--- src/sv/vono_pkg.sv ---
// shared types and constants for the voxel occupancy and nearest obstacle block
`default_nettype none
package vono_pkg;
	localparam int GRID_X_DEF = 128;
	localparam int GRID_Y_DEF = 128;
	localparam int GRID_Z_DEF = 16;

	localparam int COORD_W = 18;
	localparam int SIZE_W  = 16;
	localparam int IDX_W   = 20;
	localparam int SQ_W    = 36;
	localparam int CNT_W   = 19;

	localparam logic [2:0] REG_FORWARD_IS_Y = 3'd0;
	localparam logic [2:0] REG_MIN_HEIGHT   = 3'd1;
	localparam logic [2:0] REG_MAX_HEIGHT   = 3'd2;
	localparam logic [2:0] REG_EGO_BOX      = 3'd3;
	localparam logic [2:0] REG_ROI_BOX      = 3'd4;
	localparam logic [2:0] REG_VOXEL_SIZE   = 3'd5;

	typedef struct packed {
		logic                      start;
		logic signed [COORD_W-1:0] dividend;
		logic [SIZE_W-1:0]         divisor;
	} div_req_t;

	typedef struct packed {
		logic                    done;
		logic signed [IDX_W-1:0] quot;
	} div_rsp_t;
endpackage
`default_nettype wire

--- src/sv/vono_sqrt.sv ---
// digit-serial integer square root, one root bit per cycle
`default_nettype none
module vono_sqrt (
	input  wire logic                      clk,
	input  wire logic                      arst_n,
	input  wire logic                      start,
	input  wire logic [vono_pkg::SQ_W-1:0] value,
	output logic                           done,
	output logic [vono_pkg::COORD_W-1:0]   root
);
	logic                           busy_q;
	logic                           done_q;
	logic [4:0]                     cnt_q;
	logic [vono_pkg::SQ_W-1:0]      rad_q;
	logic [19:0]                    rem_q;
	logic [vono_pkg::COORD_W-1:0]   root_q;
	logic [21:0]                    cat;
	logic [21:0]                    trial;
	logic                           take;

	assign cat   = {rem_q, rad_q[vono_pkg::SQ_W-1:vono_pkg::SQ_W-2]};
	assign trial = {2'b00, root_q, 2'b01};
	assign take  = cat >= trial;

	always_ff @(posedge clk or negedge arst_n) begin
		if (!arst_n) begin
			busy_q <= 1'b0;
			done_q <= 1'b0;
			cnt_q  <= '0;
		end else begin
			done_q <= 1'b0;
			if (start) begin
				busy_q <= 1'b1;
				cnt_q  <= '0;
			end else if (busy_q) begin
				cnt_q <= cnt_q + 5'd1;
				if (cnt_q == 5'(vono_pkg::COORD_W - 1)) begin
					busy_q <= 1'b0;
					done_q <= 1'b1;
				end
			end
		end
	end

	always_ff @(posedge clk) begin
		if (start) begin
			rad_q  <= value;
			rem_q  <= '0;
			root_q <= '0;
		end else if (busy_q) begin
			rad_q  <= {rad_q[vono_pkg::SQ_W-3:0], 2'b00};
			rem_q  <= take ? 20'(cat - trial) : cat[19:0];
			root_q <= {root_q[vono_pkg::COORD_W-2:0], take};
		end
	end

	assign done = done_q;
	assign root = root_q;
endmodule
`default_nettype wire

--- config.mk ---
export PLATFORM = sky130hd
export DESIGN_NAME = vono_sqrt
export DESIGN_NICKNAME = d
export VERILOG_FILES = /design/src/sv/vono_pkg.sv /design/src/sv/vono_sqrt.sv
export SDC_FILE = /design/constraint.sdc
export NUM_CORES = 1
export LEC_CHECK = 0
export ABC_AREA = 1
export BUFFER_PORTS_ARGS = -buffer_cell sky130_fd_sc_hd__buf_2
export CAP_MARGIN = 20
export CORE_MARGIN = 4
export CORE_UTILIZATION = 63
export DETAILED_ROUTE_END_ITERATION = 10
export GPL_TIMING_DRIVEN = 1
export PLACE_DENSITY_LB_ADDON = 0.05
export REMOVE_ABC_BUFFERS = 1
export SLEW_MARGIN = 20
export SYNTH_ARGS = -nofsm -noshare
export SYNTH_HDL_FRONTEND = slang
export SYNTH_SLANG_ARGS = --single-unit
--- constraint.sdc ---
create_clock -name clk -period 4.6 [get_ports clk]
set_input_delay 0.23 -clock clk [delete_from_list [all_inputs] [get_ports clk]]
set_output_delay 0.23 -clock clk [all_outputs]
set_load 0.1 [all_outputs]
==> results.md <==
* EDFF count, synth at 36
* DPL Wire Length at 7110 um
* Register-to-register setup slack at 2450 ps
* Port Buffers at 57
* First-pass GRT wire length at 16900 um
* Via density at 5.08
* DP Worst Slack at 2280 ps
* GRT Util Overall at 24.0%
* CTS max path bufs at 2
* Power density over the cells at 590 nW/um^2
* Post-Syn Instances at 634
* Total wire length at 9910 um
* Initial core utilization at 64.6%
* Share of the synthesized area in the top cell type at 23.1%
* Row count at 31
* ANT cells at 0
* Largest net degree at the start of global routing at 58
* CTS tree: yes
* Worst hold stages at 3
* Synth Flop Type: dfxtp_1
* Core box area at 7250 sq um
* Register area share after synthesis at 43.1%
* Skew final at 13.2 ps
* Clock latency on the worst-skew pair at 350 ps
* Ys Warns at 0
* WP data arrival at 1960 ps
* Critical path endpoint category: flip-flop
* Leak at 2.74 nW
* HP Class: in -> reg
* Status: finished clean
* Post-synthesis async set-or-reset flop share at 8.64%
* Reg clk slew, reported paths at 90 ps
* Final setup viols at 0
* Total power at 3.07 mW
* Most frequent cells in the layout: nand2_1, inv_1, buf_2
* CTS Sinks at 81
* Setup TNS at 0 ps
* RR Endpoint: rad_q[10]
* Die width at 94.2 um
* Tcrit/Tclk final at 46.6%
* Setup CP Type: reg -> reg
* CTS buffer count at 9
* Most common cell after layout, fill and taps aside: nand2_1
* Dpl cell area at 5010 sq um
* Final Max Tran Viols at 0
* GP Congestion at 0.943
* Root buffer cell: clkbuf_8
* Area leader, netlist: edfxtp_1
* RSZ-0062 raised after global routing: no
* Die ar. at 8880 sq um
* Routed via count at 4010
* Final hold violation count at 0
* RR Startpoint: busy_q
* Unique masters post-synth at 30
* Max Cap Violations at 0
* Hold path start: value[0]
* Grt ovf at 0
* Maximum vdd ir drop at 0.275 mV
* Crit path max fanout at 57
* Startpoint types: flip-flop
* Slew @ Worst Pin at 1030 ps
* Die Ht at 94.2 um
* Final instance area at 5200 sq um
* Worst EP required at 4420 ps
* Num ports at 58
* DRC Markers at 0
* Vias in the first global route at 3966
* Minimum clock period at 2150 ps
* Cts repair resizes at 0
* FF+latch count, synth at 81
* Layout Nets at 747
* 1st-pass router iterations at 4
* WHS Endpoint: rad_q[0]
* Initial antenna violation count at 0
* Wire per inst at 12.5 um
* Mapped cell area at 4680 sq um
* Worst r2r path cells at 3
* Max-slew headroom at 31.3%
* Synth top area cells: edfxtp_1, nand2_1, dfxtp_1
* Fmax at 466 MHz
* Layout cells sized above 1 at 17.1%
* Final WS setup at 2450 ps
* Post-route ant nets at 0
* H-Tree Depth at 3
* Avg Inst Size Synth at 7.39 sq um
* Initial drt markers at 178
* Area growth from synthesis to layout at 11.0%
==> cell usage after synthesis (5+ instances only) <==
cell,n
xor2_1,8
nand3_1,49
nand2_2,16
clkbuf_1,13
nor2_1,33
edfxtp_1,36
nand2_1,252
inv_1,76
o22ai_1,18
dfxtp_1,38
ha_1,22
a21oi_1,14
inv_2,5
nand3_2,12
o21ai_0,7
dfrtp_1,7
==> area by class of cell <==
class / instances / area (sq um)
fill: 641 / 2050
inverter: 81 / 305
multi-input combinational: 453 / 2270
sequential: 81 / 2020
tap: 99 / 124
clock buffer: 9 / 124
clock inverter: 7 / 52.6
timing repair buffer: 60 / 310
==> state kept, by name, indices dropped and copies added, names as in the netlist <==
register	flops
root	18
done	1
cnt_q	5
busy_q	1
rad_q	36
rem_q	20
==> report_power, final <==
| group | switching, mW | internal [mW] | total (mW) |
|---|---|---|---|
| clock network | 0.277 | 0.199 | 0.476 |
| registers | 0.0709 | 0.864 | 0.935 |
| logic | 1.10 | 0.560 | 1.66 |
==> metrics by stage <==
stage	hold WS (ps)	util, %	instances
floorplan	-65.6	-	615
global placement	67.2	69.1	773
detailed placement	68.3	69.1	773
CTS	121	71.7	790
global route	126	71.7	790
finish	136	71.7	790
==> layer usage <==
| metal | wire length, um | GRT usage (%) | vias up |
|---|---|---|---|
| met5 | 0 | 0 | - |
| met4 | 198 | 10.2 | 0 |
| met3 | 544 | 4.41 | 21 |
| met2 | 4900 | 42.2 | 95 |
| met1 | 4270 | 28.6 | 1773 |
| li1 | - | - | 2121 |
==> how the worst max path moves through the flow <==
stage                   from   endpoint  slack (ps)  depth (start not counted)
detailed placement     start  rad_q[18]        2280                          4
finish                busy_q  rad_q[10]        2450                          3
CTS                 root[11]   rem_q[3]        2450                         11
global route          busy_q    root[3]        2250                          4
global placement       start  rad_q[34]        2330                          4
floorplan            root[9]  rem_q[15]        1990                         13
==> timing repair <==
item,in CTS,in global routing
endpoints found under the hold margin,7,0
setup buffers,0,0
hold buffers,1,0
==> cells by family (layout without fill, tap and decap cells) <==
family / count (synthesis) / in the layout / share of synthesized area [%]
flops: 81 / 81 / 43.1
simple gates: 378 / 378 / 35.4
fa+ha+maj: 22 / 22 / 5.88
xor+xnor: 8 / 8 / 1.50
buf+inv: 100 / 157 / 8.55
compound gates: 45 / 45 / 5.64
==> critical path: stages, from the launching register on <==
cell and delay (ps):
dfrtp_1 430, nor2_1 110, buf_4 280, clkinv_2 760
(Power assumes the default switching activity.)
