File: src/sv/vono_pkg.sv
// shared types and constants for the voxel occupancy and nearest obstacle block
`default_nettype none
package vono_pkg;
	localparam int GRID_X_DEF = 128;
	localparam int GRID_Y_DEF = 128;
	localparam int GRID_Z_DEF = 16;

	localparam int COORD_W = 18;
	localparam int SIZE_W  = 16;
	localparam int IDX_W   = 20;
	localparam int SQ_W    = 36;
	localparam int CNT_W   = 19;

	localparam logic [2:0] REG_FORWARD_IS_Y = 3'd0;
	localparam logic [2:0] REG_MIN_HEIGHT   = 3'd1;
	localparam logic [2:0] REG_MAX_HEIGHT   = 3'd2;
	localparam logic [2:0] REG_EGO_BOX      = 3'd3;
	localparam logic [2:0] REG_ROI_BOX      = 3'd4;
	localparam logic [2:0] REG_VOXEL_SIZE   = 3'd5;

	typedef struct packed {
		logic                      start;
		logic signed [COORD_W-1:0] dividend;
		logic [SIZE_W-1:0]         divisor;
	} div_req_t;

	typedef struct packed {
		logic                    done;
		logic signed [IDX_W-1:0] quot;
	} div_rsp_t;
endpackage
`default_nettype wire

File: src/sv/vono_div.sv
// bit-serial signed floor divider, one quotient bit per cycle
`default_nettype none
module vono_div (
	input  wire logic             clk,
	input  wire logic             arst_n,
	input  wire vono_pkg::div_req_t req,
	output vono_pkg::div_rsp_t    rsp
);
	logic                              busy_q;
	logic                              done_q;
	logic                              neg_q;
	logic [4:0]                        cnt_q;
	logic [vono_pkg::COORD_W-1:0]      mag_q;
	logic [vono_pkg::SIZE_W-1:0]       rem_q;
	logic [vono_pkg::SIZE_W-1:0]       dvs_q;
	logic [vono_pkg::SIZE_W:0]         trial;
	logic [vono_pkg::SIZE_W:0]         diff;
	logic                              qbit;
	logic signed [vono_pkg::IDX_W-1:0] q_ext;

	assign trial = {rem_q, mag_q[vono_pkg::COORD_W-1]};
	assign diff  = trial - {1'b0, dvs_q};
	assign qbit  = trial >= {1'b0, dvs_q};

	always_ff @(posedge clk or negedge arst_n) begin
		if (!arst_n) begin
			busy_q <= 1'b0;
			done_q <= 1'b0;
			cnt_q  <= '0;
		end else begin
			done_q <= 1'b0;
			if (req.start) begin
				busy_q <= 1'b1;
				cnt_q  <= '0;
			end else if (busy_q) begin
				cnt_q <= cnt_q + 5'd1;
				if (cnt_q == 5'(vono_pkg::COORD_W - 1)) begin
					busy_q <= 1'b0;
					done_q <= 1'b1;
				end
			end
		end
	end

	always_ff @(posedge clk) begin
		if (req.start) begin
			neg_q <= req.dividend[vono_pkg::COORD_W-1];
			mag_q <= req.dividend[vono_pkg::COORD_W-1] ? 18'(-req.dividend) : req.dividend;
			rem_q <= '0;
			dvs_q <= (req.divisor == '0) ? 16'd1 : req.divisor;
		end else if (busy_q) begin
			mag_q <= {mag_q[vono_pkg::COORD_W-2:0], qbit};
			rem_q <= qbit ? diff[vono_pkg::SIZE_W-1:0] : trial[vono_pkg::SIZE_W-1:0];
		end
	end

	assign q_ext    = $signed({2'b00, mag_q});
	assign rsp.done = done_q;
	assign rsp.quot = neg_q ? (-q_ext - ((rem_q != '0) ? 20'sd1 : 20'sd0)) : q_ext;
endmodule
`default_nettype wire

File: config.mk
export PLATFORM = sky130hd
export DESIGN_NAME = vono_div
export DESIGN_NICKNAME = d
export VERILOG_FILES = /design/src/sv/vono_pkg.sv /design/src/sv/vono_div.sv
export SDC_FILE = /design/constraint.sdc
export NUM_CORES = 1
export LEC_CHECK = 0
export BUFFER_PORTS_ARGS = -buffer_cell sky130_fd_sc_hd__buf_2
export CORE_MARGIN = 4
export CORE_UTILIZATION = 30
export DETAILED_ROUTE_END_ITERATION = 16
export PLACE_DENSITY = 0.51
export SLEW_MARGIN = 5
export SYNTH_ARGS = -nofsm -noshare
export SYNTH_HDL_FRONTEND = slang
export SYNTH_SLANG_ARGS = --single-unit
export TNS_END_PERCENT = 5
File: constraint.sdc
create_clock -name clk -period 2.8 [get_ports clk]
set_clock_uncertainty 0.15 [all_clocks]
set_input_delay 0.42 -clock clk [delete_from_list [all_inputs] [get_ports clk]]
set_output_delay 0.42 -clock clk [all_outputs]
set_load 0.02 [all_outputs]
==> results.json <==
{
  "status": "finished with violations",
  "failed_checks": "negative setup slack",
  "sw_frac_of_total_pct": 34.32,
  "period_minus_slack_ns": 3.464,
  "grt-ovfl-total": 0,
  "cp_slowest_cell": "a221o_1",
  "p_leak_nw": 2.623,
  "synthesis.area_um2": 4708,
  "vdd_drop_max_mv": 0.5240,
  "seqPwrFrac_pct": 30.7,
  "clock.fmax_ghz": 0.2887,
  "drv_cap": 0,
  "finalHoldViolations": 0,
  "cp_data_required_time_ns": 2.23,
  "die_w_um": 133.3,
  "yosysSeqAreaShare_pct": 32.85,
  "grt_pass1_vias": 4171,
  "end_kind": "output port",
  "intPower_mw": 2.181,
  "clockBufferDepth": 2,
  "drt-vias-per-instance": 4.999,
  "wl_per_cell_um": 14.32,
  "timing.critical_path.cells": "nor4_4, and4_4, ha_4, ha_1, a211oi_2, o211ai_1, a221o_1, a41oi_2, xor2_1, mux2i_2, buf_2",
  "remaining_drc_errors": 0,
  "grt_pass1_wl_um": 20310,
  "fin_cells": 857,
  "ys.flop_type": "edfxtp_1",
  "initial_utilization_pct": 30.74,
  "synthesis.nets": 638,
  "critPathLaunchType": "flop",
  "tightest_slew_ns": 0.8418,
  "yosysTopAreaCellShare_pct": 22.32,
  "drt_first_pass_iters": 4,
  "fin_nets": 720,
  "timing.final.crit_share_pct": 123.7,
  "grt_max_degree": 32,
  "crit_fanout": 4,
  "dp_hpwl_um": 9841,
  "synth_edf_count": 35,
  "tritoncts": "built",
  "clk_pin_slew_ns": 0.05,
  "h-tree-depth": 3,
  "routed_wl_um": 12280,
  "hold-worst-slack_ns": 0.1358,
  "synth_most_common_cell": "nand2_1",
  "power.switching_mw": 1.140,
  "die_h_um": 133.3,
  "cts_num_sinks": 58,
  "antenna_found_initial": 0,
  "row_count": 45,
  "core_area_um2": 15310,
  "synth_area_leader_cell": "edfxtp_1",
  "finalSetupViolCount": 15,
  "worstSetupPathType": "flop to output port",
  "via_count": 4284,
  "pwr-share-clk_pct": 31.5,
  "synth.distinct_cells": 69,
  "cpPeakStageDelay_ns": 0.34,
  "slew_headroom_pct": 43.67,
  "antenna_cells": 0,
  "p_total_mw": 3.321,
  "drt_iter0_drc": 163,
  "postSynth.asyncResetShare_pct": 12.07,
  "track_usage_pct": 13.84,
  "utilization_pct": 39.17,
  "drv_slew": 0,
  "synthTopCellsByArea": "edfxtp_1, ha_1, dfxtp_1",
  "avgSynthCellArea_um2": 8.423,
  "syn_inst": 559,
  "critPathTopFamily": "compound AO/OA/AOI/OAI gates",
  "p_per_area_nw_per_um2": 553.6,
  "rsz0062_at_grt": "true",
  "cp.arrival_ns": 2.89,
  "drive_gt1_share_pct": 27.24,
  "clk_latency_ns": 0.33,
  "die_area_um2": 17760,
  "cts_root_buf": "clkbuf_16",
  "combPwrFrac_pct": 37.9,
  "gp_congestion": 0.9597,
  "io_buffer_count": 57,
  "cts_made_buffers": 9,
  "areaGrowthSynthToFinish_pct": 27.42,
  "ys.warnings.count": 0,
  "dpl.cell_count": 838,
  "worstHoldPathType": "input pin to flop",
  "ys_top_cells_by_count": "nand2_1, a21oi_1, inv_1, nor2_1, ha_1",
  "ys_seq_elements": 58,
  "final_antenna_net_count": 0,
  "path_buf_inv": 1,
  "io-pin-count": 58,
  "fin_ws_ns": -0.6641
}
-- worst register-to-register path, delay by kind of cell, from the launching register on --
| family | cells | cell delay (ns) |
|---|---|---|
| adders and majority gates | 2 | 0.63 |
| buffers and inverters | 1 | 0.07 |
| and+or+nand+nor | 3 | 0.91 |
| AOI/OAI and AO/OA | 3 | 0.44 |
| DFF | 1 | 0.34 |
-- kinds of logic (layout without fill, tap and decap cells) --
kind of cell / count (synthesis) / after routing / synth area share, %
AOI/OAI and AO/OA: 162 / 162 / 23.20
xor gates and xnor gates: 38 / 38 / 7.069
adders and majority gates: 42 / 42 / 11.32
buffers and inverters: 82 / 169 / 6.750
DFF: 58 / 58 / 32.85
muxes: 9 / 9 / 1.940
and+or+nand+nor: 168 / 168 / 16.87
-- per-layer routing --
layer / wire length [µm] / track usage, % / share of wire, % / up-vias
met4: 159 / 3.714 / 1.3 / 0
met3: 575 / 2.908 / 4.7 / 15
met1: 5979 / 18.92 / 49 / 1995
met5: 0 / 0 / 0 / -
met2: 5561 / 22.26 / 45 / 83
li1: - / - / - / 2191
-- state kept, by name, summed over array words and instances (netlist names) --
signal and cells:
neg_q 1, done_q 1, mag_q 18, busy_q 1, rem_q 16, dvs_q 16, cnt_q 5
-- cell usage in the layout (no fill, tap or decap), drive strengths merged, types with 3 or more instances in the layout --
| cell | instances |
|---|---|
| a211oi | 7 |
| a21boi | 3 |
| a21o | 10 |
| a21oi | 50 |
| a311oi | 5 |
| a31oi | 4 |
| a32oi | 6 |
| a41oi | 3 |
| buf | 109 |
| clkbuf | 10 |
| clkinv | 5 |
| dfrtp | 7 |
| dfxtp | 16 |
| edfxtp | 35 |
| ha | 41 |
| inv | 44 |
| mux2i | 8 |
| nand2 | 59 |
| nand2b | 8 |
| nand3 | 15 |
| nand4 | 7 |
| nor2 | 43 |
| nor2b | 3 |
| nor3 | 8 |
| nor4 | 9 |
| o211ai | 9 |
| o21a | 4 |
| o21ai | 35 |
| o311ai | 6 |
| o31ai | 5 |
| xnor2 | 17 |
| xor2 | 21 |
-- worst paths after layout --
check	start	to	slack [ns]	depth (start not counted)
setup / recovery	rem_q[13]	rsp[14]	-0.66	11
hold / removal	req[13]	dvs_q[13]	0.14	1
setup reg to reg	mag_q[17]	rem_q[10]	0.14	9
hold reg to reg	cnt_q[4]	cnt_q[4]	0.41	2
max in group asynchronous	arst_n	cnt_q[2]	2.04	2
min in group asynchronous	arst_n	done_q	0.31	2
-- power by group through the flow --
stage / Combinational (mW) / Clock, mW / Sequential, mW
3_3_place_gp: 1.16 / 0 / 1.03
5_1_grt: 1.39 / 1.10 / 1.03
6_report: 1.26 / 1.04 / 1.02
2_1_floorplan: 0.797 / 0 / 1.02
3_5_place_dp: 1.18 / 0 / 1.04
4_1_cts: 1.22 / 1.07 / 1.02
-- cell type report --
type | instances | area (µm²)
clock buffer | 10 | 250.2
clock inverter | 6 | 38.79
fill | 1583 | 9315
inverter | 43 | 161.4
multi-input combinational | 419 | 2989
sequential | 58 | 1567
tap | 211 | 264.0
timing repair buffer | 110 | 729.5
-- repair_timing --
| item | 4_1_cts | 5_1_grt |
|---|---|---|
| hold endpoints to repair | 7 | 0 |
| buffers inserted | 2 | 0 |
| pin swaps | 18 | 17 |
| hold buffers | 1 | 0 |
| gates resized for setup | 35 | 18 |
| endpoints found under the setup margin | 17 | 19 |
-- metrics by stage --
step	instance area [µm²]	setup TNS (ns)	setup slack, ns
floorplan	4746	-0.8135	-0.1536
global route	6000	-10.23	-0.8318
finish	6000	-7.510	-0.6641
detailed placement	5527	-4.300	-0.4303
CTS	5933	-8.463	-0.7260
global placement	5527	-3.769	-0.4090
(Power assumes the default switching activity.)
